--- config.mk ---
export PLATFORM = sky130hd
export DESIGN_NAME = mwm_seq
export DESIGN_NICKNAME = d
export VERILOG_FILES = /design/src/rtl/multiword_integer_multiplier_core_defines.svh /design/src/rtl/mwm_pkg.sv /design/src/rtl/mwm_mac.sv /design/src/rtl/mwm_seq.sv
export SDC_FILE = /design/constraint.sdc
export NUM_CORES = 2
export LEC_CHECK = 0
export BUFFER_PORTS_ARGS = -buffer_cell sky130_fd_sc_hd__clkbuf_2
export CORE_MARGIN = 2
export CORE_UTILIZATION = 40
export CTS_CLUSTER_SIZE = 8
export DETAILED_ROUTE_END_ITERATION = 6
export GPL_TIMING_DRIVEN = 0
export PLACE_DENSITY = 0.6
export SETUP_SLACK_MARGIN = 0.15
export SLEW_MARGIN = 15
export SYNTH_ARGS = -nofsm -noshare
export SYNTH_HDL_FRONTEND = slang
export SYNTH_SLANG_ARGS = --single-unit
--- constraint.sdc ---
create_clock -name clk -period 8 [get_ports clk]
set_input_delay 1.2 -clock clk [delete_from_list [all_inputs] [get_ports clk]]
set_output_delay 1.2 -clock clk [all_outputs]
set_load 0.01 [all_outputs]
--- src/rtl/multiword_integer_multiplier_core_defines.svh ---
// ----------------------------------------------------------------------------
// Multiword multiplier assertion macros
// Shared concurrent check macros; they expect clk and rst_n in scope.
// ----------------------------------------------------------------------------
`ifndef MULTIWORD_INTEGER_MULTIPLIER_CORE_DEFINES_SVH
`define MULTIWORD_INTEGER_MULTIPLIER_CORE_DEFINES_SVH

// Consequent must hold in the same cycle as the antecedent.
`define MWM_ASSERT_NOW(lbl, ante, cons, msg) \
  lbl: assert property (@(posedge clk) disable iff (!rst_n) (ante) |-> (cons)) \
    else $error(msg);

// Consequent must hold in the cycle after the antecedent.
`define MWM_ASSERT_NEXT(lbl, ante, cons, msg) \
  lbl: assert property (@(posedge clk) disable iff (!rst_n) (ante) |=> (cons)) \
    else $error(msg);

`endif

--- src/rtl/mwm_pkg.sv ---
// ----------------------------------------------------------------------------
// mwm_pkg
// Types and fixed field widths of the multiword multiplier.
// ----------------------------------------------------------------------------
package mwm_pkg;

  localparam int WORD_W = 32;
  localparam int IDX_W  = 7;
  localparam int LEN_W  = 8;
  localparam int MODE_W = 2;

  typedef enum logic [MODE_W-1:0] {
    MODE_LOAD_A = 2'd0,
    MODE_LOAD_B = 2'd1,
    MODE_MUL    = 2'd2,
    MODE_READ   = 2'd3
  } mode_t;

  typedef enum logic [2:0] {
    ST_IDLE,
    ST_DECIDE,
    ST_ROW_A,
    ST_ROW,
    ST_DRAIN,
    ST_SCAN
  } state_t;

  // End-of-multiply report from the sequencer.
  typedef struct packed {
    logic done;
    logic ovf;
    logic zero;
  } done_t;

endpackage

--- src/rtl/mwm_mac.sv ---
// ----------------------------------------------------------------------------
// mwm_mac
// Two-stage multiply-accumulate: a*b registered, then add partial word and
// carry, write the low word back and keep the high word as carry.
// ----------------------------------------------------------------------------
module mwm_mac #(
  parameter int ADDR_W = 7
) (
  input  logic                      clk,
  input  logic                      rst_n,
  input  logic                      iss_v,
  input  logic [ADDR_W-1:0]         iss_addr,
  input  logic                      iss_zp,
  input  logic [mwm_pkg::WORD_W-1:0] a,
  input  logic [mwm_pkg::WORD_W-1:0] b,
  input  logic [mwm_pkg::WORD_W-1:0] p,
  input  logic                      carry_clr,
  output logic                      pending,
  output logic                      we,
  output logic [ADDR_W-1:0]         waddr,
  output logic [mwm_pkg::WORD_W-1:0] wdata,
  output logic [mwm_pkg::WORD_W-1:0] carry_r
);
  import mwm_pkg::*;

  logic                  t_v_r, t_zp_r, m_v_r;
  logic [ADDR_W-1:0]     t_addr_r, m_addr_r;
  logic [2*WORD_W-1:0]   prod, mult_r, sum;
  logic [WORD_W-1:0]     pacc_r;

  // Tags follow the read issued by the sequencer; data arrives in the cycle after the issue.
  always_ff @(posedge clk) begin
    if (!rst_n) begin
      t_v_r <= 1'b0;
      m_v_r <= 1'b0;
    end else begin
      t_v_r <= iss_v;
      m_v_r <= t_v_r;
    end
  end

  assign prod = a * b;

  always_ff @(posedge clk) begin
    t_addr_r <= iss_addr;
    t_zp_r   <= iss_zp;
    m_addr_r <= t_addr_r;
    mult_r   <= prod;
    pacc_r   <= t_zp_r ? '0 : p;
    if (carry_clr) begin
      carry_r <= '0;
    end else if (m_v_r) begin
      carry_r <= sum[2*WORD_W-1:WORD_W];
    end
  end

  // Cannot overflow: (2^32-1)^2 + 2*(2^32-1) = 2^64-1.
  assign sum     = mult_r + {{WORD_W{1'b0}}, pacc_r} + {{WORD_W{1'b0}}, carry_r};
  assign we      = m_v_r;
  assign waddr   = m_addr_r;
  assign wdata   = sum[WORD_W-1:0];
  assign pending = t_v_r | m_v_r;

endmodule

--- src/rtl/mwm_seq.sv ---
// ----------------------------------------------------------------------------
// mwm_seq
// Multiply sequencer: special-case check, row loop over the MAC, and the
// downward scan that normalizes the product length.
// ----------------------------------------------------------------------------
module mwm_seq #(
  parameter int MAX_WORDS = 128,
  localparam int ADDR_W = $clog2(MAX_WORDS),
  localparam int USED_W = $clog2(MAX_WORDS + 1)
) (
  input  logic                       clk,
  input  logic                       rst_n,
  input  logic                       go,
  input  logic [mwm_pkg::LEN_W-1:0]  len_a,
  input  logic [mwm_pkg::LEN_W-1:0]  len_b,
  input  logic [mwm_pkg::WORD_W-1:0] a_rdata,
  input  logic [mwm_pkg::WORD_W-1:0] b_rdata,
  input  logic [mwm_pkg::WORD_W-1:0] p_rdata,
  output logic                       busy,
  output logic [ADDR_W-1:0]          a_raddr,
  output logic [ADDR_W-1:0]          b_raddr,
  output logic [ADDR_W-1:0]          p_raddr,
  output logic                       p_we,
  output logic [ADDR_W-1:0]          p_waddr,
  output logic [mwm_pkg::WORD_W-1:0] p_wdata,
  output mwm_pkg::done_t             fin,
  output logic [USED_W-1:0]          used
);
  import mwm_pkg::*;

  localparam int SUM_W = ((USED_W > LEN_W) ? USED_W : LEN_W) + 1;

  state_t              state_r, state_nxt;
  logic [LEN_W-1:0]    la_r, lb_r;
  logic [ADDR_W-1:0]   i_r, i_nxt, j_r, j_nxt, s_r, s_nxt, saddr_r, saddr_nxt;
  logic                sv_r, sv_nxt;
  logic [SUM_W-1:0]    la_x, lb_x, i_x, j_x, tot_x;
  logic                zero_a, zero_b, ovf;
  logic                iss_v, carry_clr, carry_we;
  logic                mac_pending, mac_we;
  logic [ADDR_W-1:0]   mac_waddr;
  logic [WORD_W-1:0]   mac_wdata, carry;

  assign la_x  = SUM_W'(la_r);
  assign lb_x  = SUM_W'(lb_r);
  assign i_x   = SUM_W'(i_r);
  assign j_x   = SUM_W'(j_r);
  assign tot_x = la_x + lb_x;

  assign zero_a = (la_r == '0) || ((la_r == LEN_W'(1)) && (a_rdata == '0));
  assign zero_b = (lb_r == '0) || ((lb_r == LEN_W'(1)) && (b_rdata == '0));
  assign ovf    = tot_x > SUM_W'(MAX_WORDS);

  mwm_mac #(.ADDR_W(ADDR_W)) u_mac (
    .clk       (clk),
    .rst_n     (rst_n),
    .iss_v     (iss_v),
    .iss_addr  (ADDR_W'(i_x + j_x)),
    .iss_zp    (i_r == '0),
    .a         (a_rdata),
    .b         (b_rdata),
    .p         (p_rdata),
    .carry_clr (carry_clr),
    .pending   (mac_pending),
    .we        (mac_we),
    .waddr     (mac_waddr),
    .wdata     (mac_wdata),
    .carry_r   (carry)
  );

  always_ff @(posedge clk) begin
    if (!rst_n) begin
      state_r <= ST_IDLE;
      sv_r    <= 1'b0;
    end else begin
      state_r <= state_nxt;
      sv_r    <= sv_nxt;
    end
  end

  always_ff @(posedge clk) begin
    if (go) begin
      la_r <= len_a;
      lb_r <= len_b;
    end
    i_r     <= i_nxt;
    j_r     <= j_nxt;
    s_r     <= s_nxt;
    saddr_r <= saddr_nxt;
  end

  always_comb begin
    state_nxt = state_r;
    i_nxt     = i_r;
    j_nxt     = j_r;
    s_nxt     = s_r;
    saddr_nxt = saddr_r;
    sv_nxt    = 1'b0;
    iss_v     = 1'b0;
    carry_clr = 1'b0;
    carry_we  = 1'b0;
    fin       = '0;
    used      = '0;
    p_raddr   = ADDR_W'(i_x + j_x);
    case (state_r)
      ST_IDLE: begin
        if (go) begin
          state_nxt = ST_DECIDE;
        end
      end
      ST_DECIDE: begin
        if (zero_a || zero_b) begin
          fin.done  = 1'b1;
          fin.zero  = 1'b1;
          used      = USED_W'(1);
          state_nxt = ST_IDLE;
        end else if (ovf) begin
          fin.done  = 1'b1;
          fin.ovf   = 1'b1;
          state_nxt = ST_IDLE;
        end else begin
          i_nxt     = '0;
          carry_clr = 1'b1;
          state_nxt = ST_ROW_A;
        end
      end
      ST_ROW_A: begin
        j_nxt     = '0;
        state_nxt = ST_ROW;
      end
      ST_ROW: begin
        iss_v = 1'b1;
        if (j_x + SUM_W'(1) == lb_x) begin
          state_nxt = ST_DRAIN;
        end else begin
          j_nxt = j_r + ADDR_W'(1);
        end
      end
      ST_DRAIN: begin
        // Interlock: the next row reads words this row writes.
        if (!mac_pending) begin
          carry_we  = 1'b1;
          carry_clr = 1'b1;
          if (i_x + SUM_W'(1) == la_x) begin
            s_nxt     = ADDR_W'(tot_x - SUM_W'(1));
            state_nxt = ST_SCAN;
          end else begin
            i_nxt     = i_r + ADDR_W'(1);
            state_nxt = ST_ROW_A;
          end
        end
      end
      ST_SCAN: begin
        p_raddr = s_r;
        if (sv_r && ((p_rdata != '0) || (saddr_r == '0))) begin
          fin.done  = 1'b1;
          used      = (p_rdata != '0) ? USED_W'(SUM_W'(saddr_r) + SUM_W'(1)) : USED_W'(1);
          state_nxt = ST_IDLE;
        end else begin
          sv_nxt    = 1'b1;
          saddr_nxt = s_r;
          if (s_r != '0) begin
            s_nxt = s_r - ADDR_W'(1);
          end
        end
      end
      default: begin
        state_nxt = ST_IDLE;
      end
    endcase
  end

  assign busy    = (state_r != ST_IDLE);
  assign a_raddr = (state_r == ST_IDLE) ? '0 : i_r;
  assign b_raddr = (state_r == ST_IDLE) ? '0 : j_r;
  assign p_we    = carry_we | mac_we;
  assign p_waddr = carry_we ? ADDR_W'(i_x + lb_x) : mac_waddr;
  assign p_wdata = carry_we ? carry : mac_wdata;

endmodule

==> flow_summary_export.csv <==
group,metric,value,unit
synth,synth_cell_type_count,80,
drt,wire_per_inst,26.5,um
sta,hold_viol,0,
drt,drt_iter0_markers,3173,
synth,synthDominantCellAreaShare,42.7,%
grt,grt_max_degree,22,
grt,grt_overflow_total,0,
synth,synth_edf_count,44,
grt,grt_pass1_vias,36900,
flow_run,drv_cap,0,
synth,ys_ff_latch,193,
layout,most-common-layout-cells,"inv_1 (883), fa_1 (878), and2_1 (619)",
cts,h-tree-depth,4,
hold_path,worstHoldStart,"u_mac.t_addr_r[4]",
sta,maxSlewViolCount,0,
grt,grt_use_total,31.1,%
sta,tightest_slew,1.15,ns
die,dieWidth,334,um
placed_design,portBuffers,187,
die,core-area,109000,um2
cts,cts_root_buf,"clkbuf_16",
layout,fin_nets,6444,
sta,worst_slack,-0.0284,ns
layout,area_growth,18.4,%
hold_path,worstHoldPathType,"flop to flop",
run_status,status,"complete, but fails checks",
sta,fin_skew,0.0187,ns
grt,grt_pass1_wl,249,mm
drt,firstDrtPassIters,5,
layout,drive_gt1_share,14.5,%
die,ios,188,
setup_path,worstSetupEndpointType,"flop",
synth,ys_top_cells_by_area,"fa_1 (43%), ha_1 (9.2%), and2_1 (9.1%)",
cts,clk_latency,0.47,ns
die,initial_utilization,40.2,%
cts,clk_path_buf_depth,2,
sta,fin_crit,8.03,ns
sta,rsz0062_at_grt,"true",
run_status,failed_checks,"setup timing",
die,rows,121,
synth,yosysWarningCount,0,
layout,layout_commonest_cell,"inv_1",
sta,timing.final.crit_share,100,%
drt,drtAntennaViolNets,0,
drt,via_count,35500,
drt,vias_per_cell,5.45,
setup_path,required,8.37,ns
setup_path,cp_slowest_cell,"fa_2",
setup_path,critPathArrivalTime,8.40,ns
synth,synthCells,4740,
setup_path,r2r-start,"la_r[0]",
die,die_area,112000,um2
cts,hold_buffers,0,
sta,setup_violations,1,
setup_path,cp-start-kind,"input pin",
setup_path,max_stage_delay,0.58,ns
synth,avgSynthCellArea,9.21,um2
die,die-height,334,um
sta,timing.fmax,125,MHz
sta,tns,-0.0284,ns
setup_path,path_class,"input pin to flop",
synth,seq_area_frac_synth,9.86,%
synth,ys.flop_type,"dfxtp_1",
cts,cts_buffers,17,
cts,cts_tree,"built",
synth,netlist_area,43700,um2
setup_path,critPathMaxFanout,5,
cts,clk_pin_slew_worst_paths,0.08,ns
drt,drc,0,
setup_path,crit_start,"a_rdata[20]",
drt,routed_wl,173,mm
synth,ys_async_sr_fraction,0,%
grt,antenna_found_initial,20,
layout,n_fill_cell,10300,
sta,slew_headroom,22.6,%
synth,syn_nets,6108,
cts,numClockSinks,193,
synth,synth_top_area_cell,"fa_1",
placed_design,hpwl,138,mm
placed_design,place.gp.congestion,1.01,
area by class of cell:
| cell class | instances | area (um2) | share of cell area, % |
|---|---|---|---|
| Multi-Input combinational cell | 3402 | 35800 | 69.3 |
| Sequential cell | 193 | 4300 | 8.33 |
| Inverter | 904 | 3390 | 6.57 |
| Buffer | 241 | 3290 | 6.37 |
| Timing Repair Buffer | 317 | 2460 | 4.77 |
| Tap cell | 1414 | 1770 | 3.42 |
| Clock buffer | 17 | 425 | 0.823 |
| Clock inverter | 15 | 186 | 0.361 |
| Antenna cell | 10 | 25.0 | 0.0484 |
synthesized netlist by cell type (all sizes together) (5+ instances only):
cell type,number
and3,25
edfxtp,44
nor2,147
o21bai,13
nor4,32
o211ai,7
o21a,11
xor2,79
nor2b,60
o41ai,5
a21o,70
inv,904
dfxtp,149
a21oi,114
nand4,33
o31ai,8
a211oi,45
a31oi,20
a31o,7
xnor2,91
fa,932
o21ai,78
and2,634
nand2,519
nand3,44
nor3,24
ha,321
nand2b,15
clkbuf,236
buf,5
metal layers:
metal,vias to the layer above,share of wire [%],GRT usage (%)
li1,15100,-,-
met1,18100,39,39.6
met2,1881,44,47.8
met3,508,9.8,7.00
met4,12,7.9,19.7
met5,-,0.050,0
state kept, by name, indices dropped and copies added, names as in the netlist:
name,flops
u_mac.carry_r,32
s_r,7
u_mac.t_zp_r,1
lb_r,8
u_mac.we,1
state_r,3
u_mac.mult_r,64
u_mac.t_addr_r,7
u_mac.t_v_r,1
saddr_r,7
u_mac.pacc_r,32
la_r,8
u_mac.waddr,7
sv_r,1
i_r,7
j_r,7
path summary, 6_finish.rpt:
check / to / slack, ns / cells past startpoint
setup / recovery: u_mac.mult_r[62] / -0.03 / 27
hold / removal: u_mac.waddr[4] / 0.33 / 0
setup reg to reg: i_r[4] / 3.08 / 12
hold reg to reg: u_mac.waddr[4] / 0.33 / 0
repair_timing:
| item | CTS | global route |
|---|---|---|
| pin swaps | 163 | 45 |
| endpoints found under the hold margin | 0 | 0 |
| endpoints found under the setup margin | 40 | 24 |
| gates cloned | 5 | 0 |
| buffers inserted | 112 | 13 |
| resized for setup | 813 | 79 |
kinds of logic after synthesis:
| logic type | Yosys count | synth area share (%) |
|---|---|---|
| simple gates | 1557 | 18.4 |
| fa+ha+maj | 1253 | 51.9 |
| compound gates | 417 | 6.40 |
| flops | 193 | 9.86 |
| mux | 5 | 0.118 |
| buf+inv | 1145 | 9.86 |
| xor+xnor | 170 | 3.41 |
metrics by stage:
step                setup WS, ns  utilization [%]  cell area, um2  hold WS [ns]  std cells
floorplan                  0.144                -           43700         0.310       4740
global placement           -2.03             42.7           46400         0.310       6341
detailed placement         -2.06             42.7           46400         0.312       6341
CTS                        0.106             47.3           51300         0.328       6490
global route              -0.122             47.6           51700         0.339       6507
finish                   -0.0284             47.6           51700         0.327       6513
worst max-delay path: cells and delay by family:
family	cells	cell delay (ns)
AO/OA/AOI/OAI	4	0.65
XOR/XNOR	1	0.18
adder cells (fa/ha/maj)	9	4.47
buffers and inverters	7	0.78
AND/OR/NAND/NOR	6	1.09
Power is left out: the tool's default activity adds up to more than one toggle a clock period on the data nets, which glitch-free logic cannot reach.
